[src/rtl/gyro_hdu_pkg.sv]
// ----------------------------------------------------------------------------
// Gyro heading drift unwrap package
// Shared types and constants of the gyro heading block: register indexes,
// field widths and the turn constants in tenths of a degree.
// ----------------------------------------------------------------------------
package gyro_hdu_pkg;

   // Field widths
   localparam int SAMPLE_W  = 13;
   localparam int TIME_W    = 32;
   localparam int HEADING_W = 14;
   localparam int UNWRAP_W  = 32;
   localparam int CORR_W    = 13;
   localparam int THRESH_W  = 8;
   localparam int INTERVAL_W = 16;
   localparam int CSR_DATA_W = 16;

   // Turn constants, tenths of a degree
   localparam int CORR_LIMIT = 3600;
   localparam int FULL_TURN  = 3600;
   localparam int HALF_TURN  = 1800;

   // Reset values of the registers
   localparam logic [THRESH_W-1:0]   THRESH_RESET   = 8'd3;
   localparam logic [INTERVAL_W-1:0] INTERVAL_RESET = 16'd250;

   // Register indexes
   typedef enum logic [0:0] {
      CSR_DRIFT_THRESHOLD = 1'b0,
      CSR_CHECK_INTERVAL  = 1'b1
   } csr_index_type;

endpackage

[src/rtl/gyro_heading_drift_unwrap.sv]
// ----------------------------------------------------------------------------
// Gyro heading drift unwrap
// Absorbs motionless gyro drift into a correction, forms the corrected
// heading and accumulates a saturating unwrapped heading.
// ----------------------------------------------------------------------------
//
// Usage:
//   The req_ channel carries one gyro item (gyro_sample in tenths of a
//   degree, now_ms timestamp). Each item yields exactly one rsp_ item with
//   the corrected heading, the unwrapped heading and the drift correction.
//   The csr_ port writes drift_threshold (index 0) and check_interval_ms
//   (index 1); write only while no item is in flight.
//   Path: an accepted item waits in the input register, passes through the
//   update logic and is then held in the result register, which drives
//   rsp_ until the receiver takes it.
//   Throughput: one item per cycle while rsp_ready stays high. The update
//   logic reads and writes the heading state in the same cycle, so each
//   item sees the state left by the previous one without a bubble.
//   Stall: while rsp_ready is low the result register holds; the input
//   register still takes one more item, then req_ready drops.
//   Reset: synchronous; empties both registers, clears all heading state
//   and loads the register reset values (threshold 3, interval 250 ms).
//
module gyro_heading_drift_unwrap
   import gyro_hdu_pkg::*;
(
   input  logic                          clock,
   input  logic                          reset,
   // input items
   input  logic                          req_valid,
   output logic                          req_ready,
   input  logic signed [SAMPLE_W-1:0]    req_gyro_sample,
   input  logic        [TIME_W-1:0]      req_now_ms,
   // result items
   output logic                          rsp_valid,
   input  logic                          rsp_ready,
   output logic signed [HEADING_W-1:0]   rsp_heading_tenths,
   output logic signed [UNWRAP_W-1:0]    rsp_unwrapped_tenths,
   output logic signed [CORR_W-1:0]      rsp_drift_correction,
   // configuration writes
   input  logic                          csr_we,
   input  logic        [0:0]             csr_index,
   input  logic        [CSR_DATA_W-1:0]  csr_wdata
);

   // Registers
   logic                          in_valid_ff;
   logic signed [SAMPLE_W-1:0]    in_sample_ff;
   logic        [TIME_W-1:0]      in_now_ff;
   logic                          out_valid_ff;
   logic signed [HEADING_W-1:0]   out_heading_ff;
   logic signed [UNWRAP_W-1:0]    out_unwrap_ff;
   logic signed [CORR_W-1:0]      out_corr_ff;
   logic        [THRESH_W-1:0]    thresh_ff;
   logic        [INTERVAL_W-1:0]  interval_ff;
   logic signed [SAMPLE_W-1:0]    check_sample_ff;
   logic        [TIME_W-1:0]      check_time_ff;
   logic signed [CORR_W-1:0]      corr_ff;
   logic signed [HEADING_W-1:0]   prev_heading_ff;
   logic signed [UNWRAP_W-1:0]    cont_ff;

   // Next values
   logic signed [CORR_W-1:0]      corr_in;
   logic signed [HEADING_W-1:0]   heading_in;
   logic signed [UNWRAP_W-1:0]    cont_in;
   logic                          check_in;

   logic advance;
   logic req_fire;

   // Move the item from input register to result register
   assign advance   = in_valid_ff && (!out_valid_ff || rsp_ready);
   assign req_ready = !in_valid_ff || advance;
   assign req_fire  = req_valid && req_ready;

   // Update logic for one item
   always_comb begin
      logic [TIME_W-1:0]      elapsed;
      logic signed [13:0]     diff;
      logic signed [13:0]     diff_abs;
      logic signed [14:0]     corr_sum;
      logic signed [13:0]     head_sum;
      logic signed [14:0]     delta;
      logic signed [15:0]     delta_fold;
      logic signed [32:0]     cont_sum;

      elapsed  = in_now_ff - check_time_ff;
      check_in = elapsed > TIME_W'(interval_ff);

      // drift check against the last check sample
      diff     = 14'(in_sample_ff) - 14'(check_sample_ff);
      diff_abs = diff[13] ? -diff : diff;
      corr_sum = 15'(corr_ff) - 15'(diff);
      corr_in  = corr_ff;
      if (check_in && ($unsigned(diff_abs) < 14'(thresh_ff))) begin
         if (corr_sum > 15'(CORR_LIMIT)) begin
            corr_in = CORR_W'(CORR_LIMIT);
         end else if (corr_sum < -15'(CORR_LIMIT)) begin
            corr_in = -CORR_W'(CORR_LIMIT);
         end else begin
            corr_in = corr_sum[CORR_W-1:0];
         end
      end

      // corrected heading, lifted once when negative
      head_sum = 14'(in_sample_ff) + 14'(corr_in);
      if (head_sum[13]) begin
         heading_in = head_sum + 14'(FULL_TURN);
      end else begin
         heading_in = head_sum;
      end

      // fold the change toward a half turn and accumulate with saturation
      delta = 15'(heading_in) - 15'(prev_heading_ff);
      if (delta > 15'(HALF_TURN)) begin
         delta_fold = 16'(delta) - 16'(FULL_TURN);
      end else if (delta < -15'(HALF_TURN)) begin
         delta_fold = 16'(delta) + 16'(FULL_TURN);
      end else begin
         delta_fold = 16'(delta);
      end
      cont_sum = 33'(cont_ff) + 33'(delta_fold);
      if (cont_sum[32] != cont_sum[31]) begin
         cont_in = cont_sum[32] ? {1'b1, {(UNWRAP_W-1){1'b0}}}
                                : {1'b0, {(UNWRAP_W-1){1'b1}}};
      end else begin
         cont_in = cont_sum[UNWRAP_W-1:0];
      end
   end

   // Control and state
   always_ff @(posedge clock) begin
      if (reset) begin
         in_valid_ff     <= 1'b0;
         out_valid_ff    <= 1'b0;
         thresh_ff       <= THRESH_RESET;
         interval_ff     <= INTERVAL_RESET;
         check_sample_ff <= '0;
         check_time_ff   <= '0;
         corr_ff         <= '0;
         prev_heading_ff <= '0;
         cont_ff         <= '0;
      end else begin
         // hold or load the input register
         if (req_fire) begin
            in_valid_ff <= 1'b1;
         end else if (advance) begin
            in_valid_ff <= 1'b0;
         end
         // hold or load the result register
         if (advance) begin
            out_valid_ff <= 1'b1;
         end else if (rsp_ready) begin
            out_valid_ff <= 1'b0;
         end
         // advance heading state
         if (advance) begin
            corr_ff         <= corr_in;
            prev_heading_ff <= heading_in;
            cont_ff         <= cont_in;
            if (check_in) begin
               check_sample_ff <= in_sample_ff;
               check_time_ff   <= in_now_ff;
            end
         end
         // configuration writes
         if (csr_we) begin
            case (csr_index_type'(csr_index))
               CSR_DRIFT_THRESHOLD: thresh_ff   <= csr_wdata[THRESH_W-1:0];
               CSR_CHECK_INTERVAL:  interval_ff <= csr_wdata[INTERVAL_W-1:0];
               default: ;
            endcase
         end
      end
   end

   // Payload registers
   always_ff @(posedge clock) begin
      if (req_fire) begin
         in_sample_ff <= req_gyro_sample;
         in_now_ff    <= req_now_ms;
      end
      if (advance) begin
         out_heading_ff <= heading_in;
         out_unwrap_ff  <= cont_in;
         out_corr_ff    <= corr_in;
      end
   end

   assign rsp_valid            = out_valid_ff;
   assign rsp_heading_tenths   = out_heading_ff;
   assign rsp_unwrapped_tenths = out_unwrap_ff;
   assign rsp_drift_correction = out_corr_ff;

`ifndef SYNTHESIS
   // Correction never leaves its saturation range
   a_corr_range: assert property (@(posedge clock) disable iff (reset)
      (corr_ff <= CORR_W'(CORR_LIMIT)) && (corr_ff >= -CORR_W'(CORR_LIMIT)))
      else $error("drift correction out of range");

   // Shown result matches the state it left behind
   a_out_state: assert property (@(posedge clock) disable iff (reset)
      rsp_valid |-> (rsp_unwrapped_tenths == cont_ff) &&
                    (rsp_drift_correction == corr_ff) &&
                    (rsp_heading_tenths == prev_heading_ff))
      else $error("result register and heading state disagree");

   // Both registers full and a stalled receiver block new items
   a_full_block: assert property (@(posedge clock) disable iff (reset)
      (in_valid_ff && out_valid_ff && !rsp_ready) |-> !req_ready)
      else $error("item accepted while both registers are full");

   // Check point moves only when an item advances
   a_check_move: assert property (@(posedge clock) disable iff (reset)
      !$past(reset) && ($past(check_time_ff) != check_time_ff) |-> $past(advance))
      else $error("check time changed without an item");
`endif

endmodule

[config.mk]
export PLATFORM = sky130hd
export DESIGN_NAME = gyro_heading_drift_unwrap
export DESIGN_NICKNAME = d
export VERILOG_FILES = /design/src/rtl/gyro_hdu_pkg.sv /design/src/rtl/gyro_heading_drift_unwrap.sv
export SDC_FILE = /design/constraint.sdc
export NUM_CORES = 1
export LEC_CHECK = 0
export BUFFER_PORTS_ARGS = -buffer_cell sky130_fd_sc_hd__buf_2
export CAP_MARGIN = 20
export CELL_PAD_IN_SITES_DETAIL_PLACEMENT = 0
export CELL_PAD_IN_SITES_GLOBAL_PLACEMENT = 1
export CORE_MARGIN = 2
export CORE_UTILIZATION = 50
export DETAILED_ROUTE_END_ITERATION = 8
export PLACE_DENSITY_LB_ADDON = 0.3
export SYNTH_ARGS = -nofsm -noshare
export SYNTH_HDL_FRONTEND = slang
export SYNTH_SLANG_ARGS = --single-unit
[constraint.sdc]
create_clock -name clock -period 28.2 [get_ports clock]
set_input_delay 4.23 -clock clock [delete_from_list [all_inputs] [get_ports clock]]
set_output_delay 4.23 -clock clock [all_outputs]
set_load 0.005 [all_outputs]
==> run metrics, run 1 <==
status completed; Via density 5.60; final critical-path required period 15.47 ns; summed instance area of the synthesized netlist 15900 sq um; R2R setup slack 12.73 ns; clock root buffer sky130_fd_sc_hd__clkbuf_16; Congestion Overflow GR 0; final core utilization 0.565; drt first-iter violations 784; MaxCap Viol Count 0; signal arrival time at the worst endpoint 15.92 ns; portion of the clock cycle consumed by the worst path in the final layout 0.549; pin count of the biggest net entering global routing 71; Rel. slew slack 0.285; maximum clock path buffer count 3; leakage power total 7.59 nW; most instantiated flip-flop cell in the synthesis netlist sky130_fd_sc_hd__dfxtp_1; post-synthesis async set-or-reset flop share 0; cts hold-fix bufs 0; type of origin of the critical path flop; CTS sink cnt 234; number of buffers created by CTS 26; antenna viol nets, final 0; Synth Register Bits 234; post-CTS setup buffer count 0; clock edge transition at the registers on the reported setup and hold paths 0.06 ns; max-slew violation total from the final report 0; number of antenna violations at the first check in global routing 1; kind of capture point of the worst setup path flop; register area share after synthesis 0.361; first-pass GRT wire length 62600 um; crit-path most repeated cell sky130_fd_sc_hd__o21ai_0; final weighted congestion of routability-driven global placement 0.911; number of global-route vias before repair 12300; worst hold endpoint thresh_ff[3]; number of nets in the synthesized netlist 1990; highest-count cells in the layout ignoring fill and taps sky130_fd_sc_hd__nor2_1, sky130_fd_sc_hd__inv_1, sky130_fd_sc_hd__nand2_1; unrepaired setup endpoints after global routing false; critical path start-end classification reg2reg; H-tree depth reported by CTS 1; first-pass iteration count of the detailed router 5; post-route clock skew 0.0300 ns; P per Cell Area 121 nW/um^2; detailed-route via count 12900; Row Count 65; number of synthesized flops with an enable pin 104; IO Port Bufs 127; area fraction of the dominant cell type after synthesis 0.197; Final setup violation count 0; Post-Syn Area per Cell 8.93 sq um; Initial Utilization 0.506; top cells by area, synth sky130_fd_sc_hd__edfxtp_1, sky130_fd_sc_hd__dfxtp_1, sky130_fd_sc_hd__ha_1, sky130_fd_sc_hd__nor2_1, sky130_fd_sc_hd__xnor2_1; startpoint of the worst hold path thresh_ff[3]; Die Area 33200 sq um; transition time at the pin with the least slew margin 1.07 ns; routed length per placed instance 16.6 um; largest driver fanout on the critical path 25; Die X 182 um; total half-perimeter wirelength after legalization and detailed placement 29500 um; synth warn 0; critical path launch point in_sample_ff[4]; Residual DRC 0; number of cells on the worst reg-to-reg path 56; maximum clock frequency 64.6 MHz; cell area after placement 16900 sq um; num ports 128; r2r endpoint cont_ff[20]; core region area 31400 sq um; fraction of final layout cells with drive strength greater than 1 0.120; slowest cell on the critical path sky130_fd_sc_hd__o21ba_1; required time worst endpoint 28.65 ns; worst-case vdd ir drop 0.0000787 V; clock latency reported for the late side of the worst-skew pair 0.56 ns; antenna cells 0; Total Nets Final 2101; final hold violation count 0; post-route setup TNS 0 ns; count of different cell masters after synthesis 109; Layout Area Growth over Synthesis 11.7%; cell area after layout 17700 sq um; most common cell after layout, fill and taps aside sky130_fd_sc_hd__nor2_1; post-synth top area cell sky130_fd_sc_hd__edfxtp_1; startpoint of the worst-slack reg-to-reg timing path in_sample_ff[4]; hold-critical path depth 2; final wirelength 38400 um; overall fraction of global-route tracks in use 0.231; clock tree from TritonCTS done; die height 182 um; post-cts resize count 0; path type of the worst min-delay path reg2reg; biggest cell delay along the critical path 0.83 ns; instance count of the mapped netlist 1779
## sequential cells by signal, summed over array words and instances (netlist names)
name,flops
rsp_heading_tenths,14
rsp_valid,1
prev_heading_ff,14
corr_ff,13
cont_ff,32
rsp_unwrapped_tenths,32
thresh_ff,8
interval_ff,16
in_now_ff,32
in_sample_ff,13
in_valid_ff,1
rsp_drift_correction,13
check_time_ff,32
check_sample_ff,13
## critical path, delay by kind of cell (launching register included)
kind / cells / cell delay [ns]
buf+inv: 1 / 0.09
flops: 1 / 0.48
simple gates: 13 / 3.78
fa+ha+maj: 5 / 1.65
mux: 1 / 0.28
xor+xnor: 4 / 1.28
compound gates: 32 / 7.77
## final cells by class
| cell class | instances | area (sq um) |
|---|---|---|
| clock inverter | 10 | 97.6 |
| sequential | 234 | 5730 |
| clock buffer | 38 | 748 |
| fill | 2848 | 13700 |
| tap | 402 | 503 |
| inverter | 151 | 568 |
| multi-input combinational | 1342 | 9370 |
| timing repair buffer | 135 | 714 |
## stage by stage
stage	std cells	worst slack (ns)	hold slack [ns]	power [mW]
after CTS	2310	12.73	0.459	2.15
after global routing	2312	11.58	0.479	2.33
final	2312	12.73	0.455	2.14
after detailed placement	2262	12.84	0.450	1.80
after global placement	2262	13.10	0.443	1.80
after floorplan	1779	14.63	0.432	1.50
## cells in the mapped netlist (8+ instances only)
cell,instances
sky130_fd_sc_hd__a21o_1,57
sky130_fd_sc_hd__o21a_1,35
sky130_fd_sc_hd__o21ai_0,94
sky130_fd_sc_hd__a31oi_1,23
sky130_fd_sc_hd__and3_1,19
sky130_fd_sc_hd__a21boi_0,8
sky130_fd_sc_hd__nand2_1,145
sky130_fd_sc_hd__a211oi_1,17
sky130_fd_sc_hd__xnor2_1,73
sky130_fd_sc_hd__nor2b_1,21
sky130_fd_sc_hd__clkbuf_1,34
sky130_fd_sc_hd__buf_2,10
sky130_fd_sc_hd__ha_1,138
sky130_fd_sc_hd__nand2b_1,33
sky130_fd_sc_hd__nand3_1,25
sky130_fd_sc_hd__inv_1,150
sky130_fd_sc_hd__o21bai_1,19
sky130_fd_sc_hd__nor2_1,183
sky130_fd_sc_hd__o21ai_1,15
sky130_fd_sc_hd__nand4_1,9
sky130_fd_sc_hd__nor3_1,19
sky130_fd_sc_hd__edfxtp_1,104
sky130_fd_sc_hd__a21oi_1,126
sky130_fd_sc_hd__o211ai_1,19
sky130_fd_sc_hd__and2_1,8
sky130_fd_sc_hd__dfxtp_1,130
sky130_fd_sc_hd__mux2i_1,46
sky130_fd_sc_hd__xor2_1,24
## where the power goes
part | switching, mW | internal, mW
combinational | 0.803 | 0.512
sequential | 0.0242 | 0.469
clock | 0.135 | 0.201
## routing by layer
metal  up-vias  global-route usage  part of all wire
li1       6620                   -                 -
met1      6005               0.305              0.47
met2       262               0.402              0.47
met3        55              0.0257             0.034
met4         2              0.0655             0.027
met5         -                   0           0.00042
## kinds of logic after synthesis
kind of cell / after synthesis / synth area share
AND/OR/NAND/NOR: 522 / 0.156
AO/OA/AOI/OAI: 520 / 0.222
flip-flops: 234 / 0.361
buffers and inverters: 203 / 0.0500
adder cells (fa/ha/maj): 147 / 0.118
XOR/XNOR: 102 / 0.0601
multiplexers: 51 / 0.0327
## worst max-delay path by stage
stage / to / slack (ns) / depth (start not counted)
3_3_place_gp: cont_ff[20] / 13.10 / 59
3_5_place_dp: cont_ff[20] / 12.84 / 62
4_1_cts: cont_ff[20] / 12.73 / 62
6_report: cont_ff[20] / 12.73 / 56
2_1_floorplan: cont_ff[27] / 14.63 / 60
5_1_grt: cont_ff[20] / 11.58 / 61
(Power assumes the default switching activity.)
==> run 2: changes to the inputs <==
--- a/config.mk
+++ b/config.mk
@@ -5,12 +5,13 @@
 export SDC_FILE = /design/constraint.sdc
 export NUM_CORES = 1
 export LEC_CHECK = 0
+export ABC_AREA = 1
 export BUFFER_PORTS_ARGS = -buffer_cell sky130_fd_sc_hd__buf_2
 export CAP_MARGIN = 20
 export CELL_PAD_IN_SITES_DETAIL_PLACEMENT = 0
 export CELL_PAD_IN_SITES_GLOBAL_PLACEMENT = 1
 export CORE_MARGIN = 2
-export CORE_UTILIZATION = 50
+export CORE_UTILIZATION = 41
 export DETAILED_ROUTE_END_ITERATION = 8
 export PLACE_DENSITY_LB_ADDON = 0.3
 export SYNTH_ARGS = -nofsm -noshare
==> constraint.sdc (replaced) <==
create_clock -name clock -period 14.2 [get_ports clock]
set_input_delay 2.13 -clock clock [delete_from_list [all_inputs] [get_ports clock]]
set_output_delay 2.13 -clock clock [all_outputs]
set_load 0.005 [all_outputs]
==> run metrics, run 2 <==
status completed; kind of capture point of the worst setup path flop; antenna viol nets, final 0; summed instance area of the synthesized netlist 16600 sq um; clock root buffer sky130_fd_sc_hd__clkbuf_16; relative contribution of combinational cells to total power 0.614; clock edge transition at the registers on the reported setup and hold paths 0.06 ns; signal arrival time at the worst endpoint 12.06 ns; cell with the most instances after synthesis sky130_fd_sc_hd__nand2_1; path type of the worst min-delay path reg2reg; IO Port Bufs 127; cell area after layout 18600 sq um; final wirelength 44100 um; biggest cell delay along the critical path 0.45 ns; detailed-route via count 14700; post-synth top area cell sky130_fd_sc_hd__edfxtp_1; Initial Utilization 0.417; number of global-route vias before repair 14200; r2r endpoint cont_ff[13]; crit-path most repeated cell sky130_fd_sc_hd__nand2_1; leakage power total 9.19 nW; final critical-path required period 11.59 ns; required time worst endpoint 14.67 ns; critical path start-end classification reg2reg; switching share of total power 0.486; num ports 128; top cells by area, synth sky130_fd_sc_hd__edfxtp_1, sky130_fd_sc_hd__dfxtp_1, sky130_fd_sc_hd__nand2_1, sky130_fd_sc_hd__ha_1, sky130_fd_sc_hd__inv_1; number of antenna violations at the first check in global routing 0; number of buffers created by CTS 28; post-route setup TNS 0 ns; overall fraction of global-route tracks in use 0.213; number of buffers and inverters on the critical path 8; Row Count 73; Clock Power Share 0.161; Congestion Overflow GR 0; antenna cells 0; final weighted congestion of routability-driven global placement 0.903; startpoint of the worst hold path check_time_ff[29]; Layout Area Growth over Synthesis 12.0%; Total Nets Final 2623; count of different cell masters after synthesis 58; slowest cell on the critical path sky130_fd_sc_hd__edfxtp_1; fraction of final layout cells with drive strength greater than 1 0.0998; cell area after placement 17700 sq um; maximum clock path buffer count 3; pin count of the biggest net entering global routing 87; Post-Syn Area per Cell 7.23 sq um; Synth Register Bits 234; Final setup violation count 0; post-cts resize count 0; first-pass iteration count of the detailed router 5; type of origin of the critical path flop; Residual DRC 0; largest driver fanout on the critical path 19; overall power 4.38 mW; Hold WS 0.455 ns; H-tree depth reported by CTS 1; most instantiated flip-flop cell in the synthesis netlist sky130_fd_sc_hd__dfxtp_1; CTS sink cnt 234; portion of the clock cycle consumed by the worst path in the final layout 0.816; cts hold-fix bufs 0; final worst-path setup slack 2.61 ns; synth warn 0; P per Cell Area 236 nW/um^2; routed length per placed instance 14.9 um; register area share after synthesis 0.345; Die Area 42100 sq um; die height 205 um; max-slew violation total from the final report 0; highest-count cells in the layout ignoring fill and taps sky130_fd_sc_hd__nand2_1, sky130_fd_sc_hd__inv_1, sky130_fd_sc_hd__nor2_1; post-synthesis async set-or-reset flop share 0; MaxCap Viol Count 0; switching power 2.13 mW; post-CTS setup buffer count 0; clock tree from TritonCTS done; post-route clock skew 0.0263 ns; unrepaired setup endpoints after global routing false; area fraction of the dominant cell type after synthesis 0.188; startpoint of the worst-slack reg-to-reg timing path in_sample_ff[0]; setup slack at placement 2.52 ns; number of cells on the worst reg-to-reg path 70; Sequential Power Share 0.225; maximum clock frequency 86.3 MHz; total half-perimeter wirelength after legalization and detailed placement 34800 um; internal portion of total power 2.25 mW; cell family with most CP delay simple AND/OR/NAND/NOR gates; drt first-iter violations 596; hold-critical path depth 2; Via density 4.96; worst hold endpoint check_time_ff[29]; first-pass GRT wire length 72000 um; core region area 39800 sq um; worst-case vdd ir drop 0.000140 V; Rel. slew slack 0.481; clock latency reported for the late side of the worst-skew pair 0.58 ns; top cell types by occurrence after synthesis sky130_fd_sc_hd__nand2_1, sky130_fd_sc_hd__inv_1, sky130_fd_sc_hd__nor2_1, sky130_fd_sc_hd__a21oi_1, sky130_fd_sc_hd__o21ai_0; R2R setup slack 2.61 ns; number of synthesized flops with an enable pin 104; transition time at the pin with the least slew margin 0.779 ns; most common cell after layout, fill and taps aside sky130_fd_sc_hd__nand2_1; instance count of the mapped netlist 2297; Die X 205 um; number of nets in the synthesized netlist 2508; final hold violation count 0
## run 2: how the worst max path moves through the flow
| stage | startpoint | to | cells past startpoint |
|---|---|---|---|
| global route | in_sample_ff[6] | cont_ff[18] | 64 |
| global placement | in_sample_ff[0] | cont_ff[4] | 66 |
| finish | in_sample_ff[0] | cont_ff[13] | 70 |
| detailed placement | in_sample_ff[0] | cont_ff[18] | 70 |
| floorplan | in_sample_ff[0] | cont_ff[12] | 70 |
| CTS | in_sample_ff[0] | cont_ff[18] | 70 |
## run 2: area by class of cell
cell class | count | area (sq um)
fillers | 4167 | 21200
multi-input cells | 1654 | 9270
flip-flops and latches | 234 | 5730
inverters | 359 | 1350
clock buffers | 44 | 833
repair buffers | 135 | 696
well taps | 525 | 657
clock inverters | 8 | 73.8
## run 2: stage by stage
| stage | cells | util |
|---|---|---|
| 6_report | 2959 | 0.467 |
| 5_1_grt | 2959 | 0.467 |
| 4_1_cts | 2959 | 0.467 |
| 3_5_place_dp | 2907 | 0.444 |
| 3_3_place_gp | 2907 | 0.444 |
| 2_1_floorplan | 2297 | - |
## run 2: logic make-up after synthesis
kind of cell | Yosys count | share of synthesized area
fa+ha+maj | 144 | 0.111
buf+inv | 409 | 0.0975
xor+xnor | 89 | 0.0494
compound gates | 430 | 0.144
simple gates | 991 | 0.253
flops | 234 | 0.345
## run 2: worst min-delay path, stage by stage (launching register included)
cell and delay (ns):
sky130_fd_sc_hd__dfxtp_1 0.29, sky130_fd_sc_hd__inv_1 0.06, sky130_fd_sc_hd__a21oi_1 0.05
## run 2: power by group through the flow
stage	Combinational, mW	Clock, mW	Sequential (mW)
2_1_floorplan	2.06	0	0.995
3_5_place_dp	2.70	0	1.00
3_3_place_gp	2.70	0	1.00
6_report	2.69	0.706	0.987
5_1_grt	3.09	0.752	1.00
4_1_cts	2.71	0.726	0.989
## run 2: routing by layer
metal	routed length (um)	GRT usage	vias up
met1	21800	0.295	6657
met5	0	0	-
met4	965	0.0493	0
met3	1540	0.0239	47
met2	19800	0.355	230
li1	-	-	7745
==> run 3: changes to the inputs <==
--- a/config.mk
+++ b/config.mk
@@ -5,13 +5,13 @@
 export SDC_FILE = /design/constraint.sdc
 export NUM_CORES = 1
 export LEC_CHECK = 0
-export ABC_AREA = 1
+export ABC_AREA = 0
 export BUFFER_PORTS_ARGS = -buffer_cell sky130_fd_sc_hd__buf_2
 export CAP_MARGIN = 20
 export CELL_PAD_IN_SITES_DETAIL_PLACEMENT = 0
 export CELL_PAD_IN_SITES_GLOBAL_PLACEMENT = 1
 export CORE_MARGIN = 2
-export CORE_UTILIZATION = 41
+export CORE_UTILIZATION = 47
 export DETAILED_ROUTE_END_ITERATION = 8
 export PLACE_DENSITY_LB_ADDON = 0.3
 export SYNTH_ARGS = -nofsm -noshare
==> constraint.sdc (replaced) <==
create_clock -name clock -period 11 [get_ports clock]
set_input_delay 1.65 -clock clock [delete_from_list [all_inputs] [get_ports clock]]
set_output_delay 1.65 -clock clock [all_outputs]
set_load 0.005 [all_outputs]
==> run metrics, run 3 (synthesis results as in run 1) <==
status complete, but fails checks; violated checks setup timing; clock tree from TritonCTS done; fraction of final layout cells with drive strength greater than 1 0.377; slowest cell on the critical path sky130_fd_sc_hd__or4b_4; Sequential Power Share 0.148; most common cell after layout, fill and taps aside sky130_fd_sc_hd__buf_4; transition time at the pin with the least slew margin 1.14 ns; unrepaired setup endpoints after global routing true; Hold WS 0.459 ns; post-route setup TNS -91.16 ns; cell area after layout 23200 sq um; Final setup violation count 64; overall power 8.61 mW; Residual DRC 0; final weighted congestion of routability-driven global placement 0.926; overall fraction of global-route tracks in use 0.262; detailed-route via count 15400; total half-perimeter wirelength after legalization and detailed placement 34800 um; worst-case vdd ir drop 0.000378 V; CTS sink cnt 234; final worst-path setup slack -1.53 ns; final hold violation count 0; Die X 188 um; leakage power total 10.5 nW; IO Port Bufs 127; pin count of the biggest net entering global routing 62; signal arrival time at the worst endpoint 13.02 ns; core region area 33400 sq um; largest driver fanout on the critical path 6; internal portion of total power 4.95 mW; Rel. slew slack 0.236; portion of the clock cycle consumed by the worst path in the final layout 1.14; Initial Utilization 0.476; clock edge transition at the registers on the reported setup and hold paths 0.07 ns; P per Cell Area 371 nW/um^2; clock latency reported for the late side of the worst-skew pair 0.57 ns; routed length per placed instance 16.5 um; highest-count cells in the layout ignoring fill and taps sky130_fd_sc_hd__buf_4, sky130_fd_sc_hd__nor2_1, sky130_fd_sc_hd__inv_1; maximum clock path buffer count 3; max-slew violation total from the final report 0; critical path start-end classification reg2reg; final wirelength 47800 um; cell area after placement 20600 sq um; Congestion Overflow GR 0; clock root buffer sky130_fd_sc_hd__clkbuf_16; Total Nets Final 2642; Row Count 67; number of antenna violations at the first check in global routing 3; Die Area 35300 sq um; die height 188 um; Via density 5.31; switching power 3.65 mW; antenna viol nets, final 0; first-pass iteration count of the detailed router 5; final core utilization 0.696; post-route clock skew 0.0214 ns; Layout Area Growth over Synthesis 46.2%; number of global-route vias before repair 15100; required time worst endpoint 11.50 ns; biggest cell delay along the critical path 0.59 ns; type of origin of the critical path flop; H-tree depth reported by CTS 1; first-pass GRT wire length 75200 um; final critical-path required period 12.53 ns; relative contribution of combinational cells to total power 0.746; crit-path most repeated cell sky130_fd_sc_hd__buf_4; kind of capture point of the worst setup path flop; num ports 128; MaxCap Viol Count 0; number of buffers created by CTS 27; path type of the worst min-delay path reg2reg; drt first-iter violations 667; Clock Power Share 0.107; switching share of total power 0.425; maximum clock frequency 79.8 MHz
run 3: cell count changes in the layout (fill, tap and decap cells not counted), moves of 23 or more:
| cell | before | now |
|---|---|---|
| sky130_fd_sc_hd__buf_4 | 8 | 511 |
| sky130_fd_sc_hd__nand2_1 | 550 | 140 |
| sky130_fd_sc_hd__inv_1 | 349 | 143 |
| sky130_fd_sc_hd__nand3_1 | 134 | 23 |
| sky130_fd_sc_hd__a21oi_1 | 193 | 108 |
| sky130_fd_sc_hd__o21ai_0 | 140 | 65 |
| sky130_fd_sc_hd__xnor2_1 | 12 | 67 |
| sky130_fd_sc_hd__a21o_1 | 3 | 57 |
| sky130_fd_sc_hd__xor2_1 | 73 | 22 |
| sky130_fd_sc_hd__mux2i_1 | 0 | 46 |
| sky130_fd_sc_hd__nor2_1 | 202 | 158 |
| sky130_fd_sc_hd__nand2b_1 | 0 | 30 |
| sky130_fd_sc_hd__o21a_1 | 6 | 35 |
| sky130_fd_sc_hd__buf_6 | 0 | 23 |
run 3: final cells by class:
class / count / area [sq um]
diodes: 1 / 2.50
well taps: 448 / 561
flip-flops and latches: 234 / 5730
inverters: 151 / 576
clock inverters: 16 / 170
fillers: 2654 / 10100
multi-input cells: 1343 / 10400
clock buffers: 34 / 733
repair buffers: 674 / 5040
run 3: critical path: cells and delay by family (launching register included):
kind | cells | cell delay [ns]
AOI/OAI and AO/OA | 30 | 4.97
and+or+nand+nor | 16 | 3.44
buffers and inverters | 12 | 1.59
adders and majority gates | 5 | 1.51
DFF | 1 | 0.48
xor gates and xnor gates | 3 | 0.44
run 3: per-stage QoR:
step / instances / setup slack (ns)
2_1_floorplan: 1779 / -0.864
3_3_place_gp: 2760 / -1.83
3_5_place_dp: 2760 / -2.12
4_1_cts: 2868 / -1.27
5_1_grt: 2900 / -2.15
6_report: 2901 / -1.53
run 3: final timing paths:
| kind | end | from | slack [ns] | cells past startpoint |
|---|---|---|---|---|
| min reg2reg | thresh_ff[5] | thresh_ff[5] | 0.46 | 2 |
| min | thresh_ff[5] | thresh_ff[5] | 0.46 | 2 |
| max | cont_ff[17] | in_now_ff[4] | -1.53 | 66 |
| max reg2reg | cont_ff[17] | in_now_ff[4] | -1.53 | 66 |
run 3: per-layer routing:
metal	wire length (um)	global-route usage	vias up
met3	1830	0.0382	103
met5	20	0	-
li1	-	-	7710
met2	23500	0.466	297
met1	20600	0.320	7286
met4	1800	0.0990	4
run 3: power groups by stage:
stage / combinational, mW / clock, mW / sequential (mW)
after floorplan: 2.96 / 0 / 1.28
after global placement: 4.86 / 0 / 1.28
after detailed placement: 4.92 / 0 / 1.28
after CTS: 5.54 / 0.935 / 1.27
after global routing: 6.91 / 0.968 / 1.28
final: 6.42 / 0.918 / 1.27
run 3: what timing repair did:
action	in CTS	in global routing
pin swaps	61	83
setup buffers	55	29
gates cloned	4	3
hold buffers	0	0
resized for setup	94	102
endpoints found under the hold margin	0	0
setup endpoints to repair	64	64
